$ cat src/hdl/csa_ram.sv
// generic single write port, single read port ram with registered read
module csa_ram #(
  parameter int WIDTH = 8,
  parameter int DEPTH = 16
) (
  input  logic                     clk,
  input  logic                     we,
  input  logic [$clog2(DEPTH)-1:0] waddr,
  input  logic [WIDTH-1:0]         wdata,
  input  logic [$clog2(DEPTH)-1:0] raddr,
  output logic [WIDTH-1:0]         rdata
);
  logic [WIDTH-1:0] mem [DEPTH];
  logic [WIDTH-1:0] rdata_r;

  always_ff @(posedge clk) begin
    if (we) begin
      mem[waddr] <= wdata;
    end
    rdata_r <= mem[raddr];
  end

  assign rdata = rdata_r;
endmodule

$ cat config.mk
export PLATFORM = sky130hd
export DESIGN_NAME = csa_ram
export DESIGN_NICKNAME = d
export VERILOG_FILES = /design/src/hdl/csa_ram.sv
export SDC_FILE = /design/constraint.sdc
export NUM_CORES = 1
export LEC_CHECK = 0
export BUFFER_PORTS_ARGS = -buffer_cell sky130_fd_sc_hd__buf_4
export CAP_MARGIN = 20
export CELL_PAD_IN_SITES_DETAIL_PLACEMENT = 1
export CELL_PAD_IN_SITES_GLOBAL_PLACEMENT = 2
export CORE_MARGIN = 1.5
export CORE_UTILIZATION = 35
export CTS_CLUSTER_DIAMETER = 120
export DETAILED_ROUTE_END_ITERATION = 12
export PLACE_DENSITY_LB_ADDON = 0.1
export SYNTH_ARGS = -nofsm -noshare
export SYNTH_HDL_FRONTEND = slang
export SYNTH_SLANG_ARGS = --single-unit
export TNS_END_PERCENT = 5
$ cat constraint.sdc
create_clock -name clk -period 1.75 [get_ports clk]
set_input_delay 0.0875 -clock clk [delete_from_list [all_inputs] [get_ports clk]]
set_output_delay 0.0875 -clock clk [all_outputs]
set_load 0.01 [all_outputs]
==> results of run 1 <==
-- report_power, final --
part / leakage, nW / internal, mW / switching [mW]
sequential: 1.22 / 3.64 / 0.0214
clock: 0.259 / 1.95 / 1.19
combinational: 0.675 / 0.191 / 0.211
total: 2.16 / 5.79 / 1.42
-- state kept, by name, summed over array words and instances (netlist names) --
signal	count
rdata	8
mem	128
-- path summary, 6_finish.rpt --
kind	slack [ns]	cells after the start	from	endpoint
worst min register to register	0.66	3	mem[7][1]	rdata[1]
worst min-delay path	0.001	1	wdata[7]	mem[9][7]
worst max-delay path	0.30	3	mem[3][2]	rdata[2]
worst max register to register	0.30	3	mem[3][2]	rdata[2]
-- kinds of logic after synthesis --
group           Yosys count  synth area share
buf+inv                  10            0.0168
compound gates           16            0.0233
flops                   136             0.778
simple gates             35            0.0318
mux                      32             0.150
-- cell type report --
class,count,share of cell area
flip-flops and latches,136,0.634
multi-input cells,83,0.167
clock buffers,29,0.0808
repair buffers,59,0.0789
well taps,184,0.0365
clock inverters,3,0.00238
-- routing by layer --
layer,wire [um],up-vias
met3,337,20
met2,5380,54
met1,5270,1277
met4,236,0
li1,-,1107
met5,0,-
-- metrics by stage --
stage	worst slack (ns)	instances	area [sq um]
6_report	0.301	494	6310
4_1_cts	0.330	494	6310
2_1_floorplan	0.170	229	5150
5_1_grt	0.241	494	6310
3_3_place_gp	0.103	455	5720
3_5_place_dp	0.111	455	5720
-- worst max-delay path, delay by kind of cell, from the launching register on --
family | cells | cell delay [ns]
AOI/OAI and AO/OA | 1 | 0.37
muxes | 1 | 0.49
and+or+nand+nor | 1 | 0.09
DFF | 1 | 0.37
-- timing repair --
action	4_1_cts	5_1_grt
hold buffers	7	0
buffers inserted	0	0
endpoints found under the setup margin	0	0
hold endpoints to repair	112	0
-- cells in the final DEF, fill, tap and decap left out --
master / synthesis / routed
dfxtp_1: 8 / 8
nand3_1: 1 / 1
buf_4: 1 / 49
dlygate4sd3_1: 0 / 7
nand2_1: 9 / 9
edfxtp_1: 128 / 128
nor2b_1: 1 / 1
or3b_2: 1 / 1
mux4_2: 18 / 18
clkbuf_8: 0 / 4
nand2b_1: 2 / 2
clkbuf_1: 0 / 8
clkbuf_16: 0 / 17
nor2_1: 13 / 13
and2_1: 1 / 1
buf_12: 0 / 3
clkinv_2: 0 / 3
and2b_1: 1 / 1
nand3b_1: 2 / 2
a22oi_1: 16 / 16
nor3_1: 4 / 4
mux4_1: 14 / 14
==> flow_summary.yaml, run 1 <==
run_status:
  outcome: "complete, no violations"
layout:
  drive_gt1_frac: 0.306
  layout.area.seq_sq_um: 4000
  finalNetCount: 315
  fillers: 1368
  area_delta_synth_final_pct: 22.7
  final_util: 0.438
  multiInputGateArea_sq_um: 1060
  diodes: 0
routing:
  post-route-drc-count: 0
  viasPerCell: 4.98
  ant_nets: 0
  first_pass_iters: 4
  totalWireLength_um: 11200
  wl_per_cell_um: 22.7
  route.vias.total: 2458
  dr.first_iter.drc_count: 148
clock_tree:
  cts_tree: "built"
  clkTransAtPathRegs_ns: 0.05
  cts.repair.resized: 0
  h-tree-depth: 4
  cts_buffers: 17
  cts_max_path_buffers: 2
  clockRootBuffer: "clkbuf_16"
  worst_skew_pair.late_latency_ns: 0.42
  clock-sinks: 136
sta:
  fmax_ghz: 0.690
  fin_crit_sh: 0.828
  skew_ns: 0.00759
  finalCriticalPeriod_ns: 1.45
  finalSetupTns_ns: 0
  worstMarginPinSlew_ns: 0.481
  setup_violations: 0
  maxSlewViolCount: 0
  rsz0062_at_grt: "no"
  relSlewSlack: 0.679
  hold_viol: 0
  hold_slack_ns: 0.00146
synth:
  post-synth-top-area-cell: "edfxtp_1"
  yosys.area.top_type_share: 0.747
  ys_top_cells_by_count: "edfxtp_1, mux4_2, a22oi_1"
  ys_seq_elements: 136
  syn_inst: 229
  synth_cell_types: 19
  synth_nets: 247
  synth_seq_area_share: 0.778
  yosysWarningCount: 0
  synth_area_leaders: "edfxtp_1, mux4_2, mux4_1"
  synth_flop_cell: "edfxtp_1"
  synth_area_per_cell_sq_um: 22.5
  synthesis.area_sq_um: 5150
  synth_edf_count: 128
  post-synth-top-count-cell: "edfxtp_1"
  synthArstFlopShare: 0
worst_setup_path:
  critPathMaxFanout: 1
  cp_slowest_cell: "mux4_1"
  crit_path_end_kind: "register"
  start_kind: "register"
  arrival_ns: 1.74
  required_ns: 2.04
  crit_type: "register to register"
  max_stage_delay_ns: 0.49
  path_cells: "mux4_1, a22oi_1, nand2_1"
floorplan:
  start_util: 0.357
  core-area_sq_um: 14400
  io_pins: 26
  fp.dieW_um: 124
  rows: 44
  chipHeight_um: 124
  die-area_sq_um: 15400
global_route:
  grt_pass1_wl_um: 17000
  grt_usage: 0.158
  met3_usage: 0.0361
  antenna_found_initial: 0
  grt_use_met1: 0.213
  gr-max-usage-layer: "met2"
  grt-ovfl-total: 0
  grt_max_degree: 17
  grt_pass1_vias: 2653
  grt_use_met2: 0.243
placement:
  portBuffers: 25
  dp_hpwl_um: 7450
  gp_congestion: 0.666
power_and_ir_drop:
  peakVddDrop_uv: 674
  leakagePower_nw: 2.16
  p_per_area_nw_per_um2: 1140
  total_power_mw: 7.21
flow_run:
  max-cap-violations: 0
min_path:
  hold_class: "primary input to register"
Note: power is estimated with default switching activity, not from simulation.
==> run 2, diff against run 1 <==
clock period = 1.5 ns   (was 1.75 ns; I/O delays follow)
==> run 2 against run 1 <==
  * Clock power rose by 33%
  * Sequential power rose by 17%
  * Final cell count fell by 1.0%
  * Clock skew fell by 0.00091 ns
  * Largest power group unchanged
==> flow_summary.yaml, run 2 (synthesis results as in run 1) <==
routing:
  first_pass_iters: 4
  viasPerCell: 5.00
  route.vias.total: 2446
  dr.first_iter.drc_count: 181
  post-route-drc-count: 0
  wl_per_cell_um: 22.4
  totalWireLength_um: 10900
  ant_nets: 0
worst_setup_path:
  crit_start: "mem[2][0]"
  rr_startpoint: "mem[2][0]"
  rr_worst_depth: 3
  regToRegSetupSlack_ns: 0.13
  arrival_ns: 1.66
  r2r-end: "rdata[0]"
  crit_type: "register to register"
  start_kind: "register"
  required_ns: 1.78
  crit_path_end_kind: "register"
  critPathMaxFanout: 1
  cp-endpoint: "rdata[0]"
layout:
  final_common_cell: "edfxtp_1"
  final_cell_mix: "edfxtp_1, buf_4, mux4_2, clkbuf_16, a22oi_1"
  largest_reg_flops: 128
  diodes: 0
  drive_gt1_frac: 0.308
  regMostFlops: "mem"
  area_delta_synth_final_pct: 24.0
  finalNetCount: 311
min_path:
  hold_class: "primary input to register"
clock_tree:
  cts_max_path_buffers: 2
  clockRootBuffer: "clkbuf_16"
  h-tree-depth: 4
  worst_skew_pair.late_latency_ns: 0.41
  cts_buffers: 17
  clock-sinks: 136
  cts_tree: "built"
  clkTransAtPathRegs_ns: 0.06
floorplan:
  fp.dieW_um: 124
  die-area_sq_um: 15400
  chipHeight_um: 124
  start_util: 0.357
  rows: 44
  core-area_sq_um: 14400
  io_pins: 26
global_route:
  grt_usage: 0.153
  grt_pass1_wl_um: 16800
  grt_max_degree: 18
  grt-ovfl-total: 0
  grt_pass1_vias: 2697
  antenna_found_initial: 0
run_status:
  outcome: "complete, no violations"
sta:
  rsz0062_at_grt: "no"
  fmax_ghz: 0.729
  hold_viol: 0
  setup_violations: 0
  worstMarginPinSlew_ns: 0.857
  fin_crit_sh: 0.915
  relSlewSlack: 0.427
  finalSetupTns_ns: 0
  maxSlewViolCount: 0
  skew_ns: 0.00668
  finalCriticalPeriod_ns: 1.37
placement:
  gp_congestion: 0.668
  dp_hpwl_um: 7060
  portBuffers: 25
power_and_ir_drop:
  p_per_area_nw_per_um2: 1400
  leakagePower_nw: 2.18
  peakVddDrop_uv: 802
  total_power_mw: 8.94
flow_run:
  max-cap-violations: 0
run 2: how the worst min path moves through the flow:
stage	slack (ns)	end	cells after the start	startpoint
5_1_grt	0.16	mem[0][0]	3	waddr[0]
2_1_floorplan	0.17	mem[0][0]	0	wdata[0]
6_report	0.16	mem[0][5]	3	waddr[0]
4_1_cts	0.15	mem[0][4]	3	waddr[0]
3_5_place_dp	0.40	mem[6][5]	1	wdata[5]
3_3_place_gp	0.39	mem[6][5]	1	wdata[5]
run 2: power by group:
group / leakage (nW) / switching (mW) / internal [mW]
Sequential: 1.22 / 0.0272 / 4.25
Combinational: 0.662 / 0.243 / 0.224
Clock: 0.295 / 1.45 / 2.74
Total: 2.18 / 1.73 / 7.21
run 2: critical path, stage by stage, from the launching register on:
cell      delay [ns]
edfxtp_1        0.36
mux4_1          0.51
a22oi_1         0.27
nand2_1         0.11
run 2: layout make-up:
class | instances | area, sq um
sequential | 136 | 4000
fill | 1358 | 8040
tap | 184 | 230
timing repair buffer | 55 | 495
clock inverter | 12 | 158
multi-input combinational | 83 | 1060
clock buffer | 19 | 433
run 2: timing repair:
| action | 4_1_cts | 5_1_grt |
|---|---|---|
| setup buffers | 0 | 0 |
| hold buffers | 8 | 0 |
| resized for setup | 0 | 0 |
| hold endpoints to repair | 128 | 0 |
run 2: per-stage QoR:
stage | utilization | instances | instance area (sq um) | worst slack, ns | hold WS (ns)
after floorplan | - | 229 | 5150 | 0.159 | 0.174
after global placement | 0.396 | 450 | 5710 | 0.00241 | 0.391
after detailed placement | 0.396 | 450 | 5710 | 0.00444 | 0.400
after CTS | 0.442 | 489 | 6380 | 0.107 | 0.147
after global routing | 0.442 | 489 | 6380 | 0.0632 | 0.155
final | 0.442 | 489 | 6380 | 0.128 | 0.160
run 2: layer usage:
metal,up-vias,global-route usage,part of all wire
met5,-,0,0
met3,15,0.0408,0.023
met1,1293,0.199,0.46
met4,0,0.0683,0.019
li1,1099,-,-
met2,39,0.243,0.50
==> run 3, diff against run 2 <==
CTS_BUF_LIST = sky130_fd_sc_hd__clkbuf_8   (was not set)
==> run 3 against run 2 <==
  * Hold slack worse by 0.029 ns
  * Clock power down 26%
  * Die area unchanged
  * Critical endpoint unchanged
  * Largest power group unchanged
  * Sequential power about the same
  * First-iteration DRC count up 14%
==> flow_summary.yaml, run 3 (synthesis results as in run 1) <==
sta:
  worstMarginPinSlew_ns: 0.823
  maxSlewViolCount: 0
  fmax_ghz: 0.734
  relSlewSlack: 0.450
  hold_slack_ns: 0.131
  setup_violations: 0
  fin_crit_sh: 0.909
  finalSetupTns_ns: 0
  rsz0062_at_grt: "no"
  hold_viol: 0
  setup_ws_ns: 0.137
  finalCriticalPeriod_ns: 1.36
  skew_ns: 0.00913
run_status:
  outcome: "complete, no violations"
global_route:
  grt_pass1_wl_um: 16700
  antenna_found_initial: 0
  grt_usage: 0.153
  grt_pass1_vias: 2684
  grt_max_degree: 18
  grt-ovfl-total: 0
floorplan:
  io_pins: 26
  chipHeight_um: 124
  core-area_sq_um: 14400
  die-area_sq_um: 15400
  start_util: 0.357
  fp.dieW_um: 124
  rows: 44
layout:
  final_common_cell: "edfxtp_1"
  area_delta_synth_final_pct: 20.3
  largest_reg_flops: 128
  fin_cells: 489
  diodes: 0
  finalInstanceArea_sq_um: 6190
  final_cell_mix: "edfxtp_1, buf_4, mux4_2, clkbuf_8, a22oi_1"
  regMostFlops: "mem"
  finalNetCount: 311
  drive_gt1_frac: 0.308
  final_util: 0.429
routing:
  dr.first_iter.drc_count: 206
  first_pass_iters: 4
  totalWireLength_um: 10900
  viasPerCell: 5.02
  route.vias.total: 2456
  ant_nets: 0
  post-route-drc-count: 0
  wl_per_cell_um: 22.2
clock_tree:
  worst_skew_pair.late_latency_ns: 0.44
  clock-sinks: 136
  cts_max_path_buffers: 2
  cts.repair.resized: 0
  ctsHoldBuffers: 8
  h-tree-depth: 4
  clockRootBuffer: "clkbuf_8"
  cts_tree: "built"
  clkTransAtPathRegs_ns: 0.07
  cts_setup_buffers: 0
  cts_buffers: 17
worst_setup_path:
  path_cells: "mux4_1, a22oi_1, nand2_1"
  arrival_ns: 1.68
  required_ns: 1.82
  crit_cells: 3
  rr_worst_depth: 3
  crit_start: "mem[2][0]"
  crit_type: "register to register"
  cp_slowest_cell: "mux4_1"
  cp_num_buf_inv: 0
  critPathMaxFanout: 1
  crit_path_end_kind: "register"
  max_stage_delay_ns: 0.51
  r2r-end: "rdata[0]"
  path_delay_family: "multiplexers"
  rr_startpoint: "mem[2][0]"
  cp-endpoint: "rdata[0]"
  start_kind: "register"
  regToRegSetupSlack_ns: 0.14
placement:
  gp_congestion: 0.668
  dp_hpwl_um: 7060
  portBuffers: 25
  dp.cells: 450
  placed_area_sq_um: 5710
  dp_slack_ns: 0.00444
power_and_ir_drop:
  pwr-share-clk: 0.394
  leakagePower_nw: 2.10
  p_comb_frac: 0.060
  p_sw_mw: 1.59
  swShare: 0.204
  peakVddDrop_uv: 533
  p_per_area_nw_per_um2: 1260
  power_frac_seq: 0.546
  total_power_mw: 7.82
  p_int_mw: 6.23
flow_run:
  max-cap-violations: 0
min_path:
  hold_class: "primary input to register"
  hp-start: "waddr[0]"
run 3: cell count changes in the layout (fill, tap and decap cells not counted), sizes merged:
cell	before	now
clkbuf	19	17
inv	0	2
run 3: worst min-delay path: stages:
cell and delay [ns]:
buf_4 0.12, nor3_2 0.06, buf_12 0.14
run 3: power by group through the flow:
stage / clock (mW) / sequential, mW / combinational [mW]
global placement: 0 / 4.35 / 0.460
finish: 3.08 / 4.27 / 0.466
CTS: 3.15 / 4.27 / 0.481
detailed placement: 0 / 4.36 / 0.464
global route: 3.30 / 4.28 / 0.508
floorplan: 0 / 4.36 / 0.216
run 3: worst min path at each step:
stage               depth (start not counted)        end  slack (ns)
floorplan                                   0  mem[0][0]        0.17
global route                                3  mem[0][0]        0.11
global placement                            1  mem[6][5]        0.39
finish                                      3  mem[0][5]        0.13
detailed placement                          1  mem[6][5]        0.40
CTS                                         3  mem[0][6]        0.11
run 3: metal layers:
metal	vias up	track usage	routed length, um
met5	-	0	0
met4	0	0.0703	213
met3	14	0.0421	352
met2	47	0.240	5310
met1	1298	0.199	5000
li1	1097	-	-
run 3: layout make-up:
type,instances,area (sq um)
fill,1378,8230
multi-input combinational,83,1060
clock inverter,14,165
timing repair buffer,55,495
tap,184,230
clock buffer,17,234
sequential,136,4000
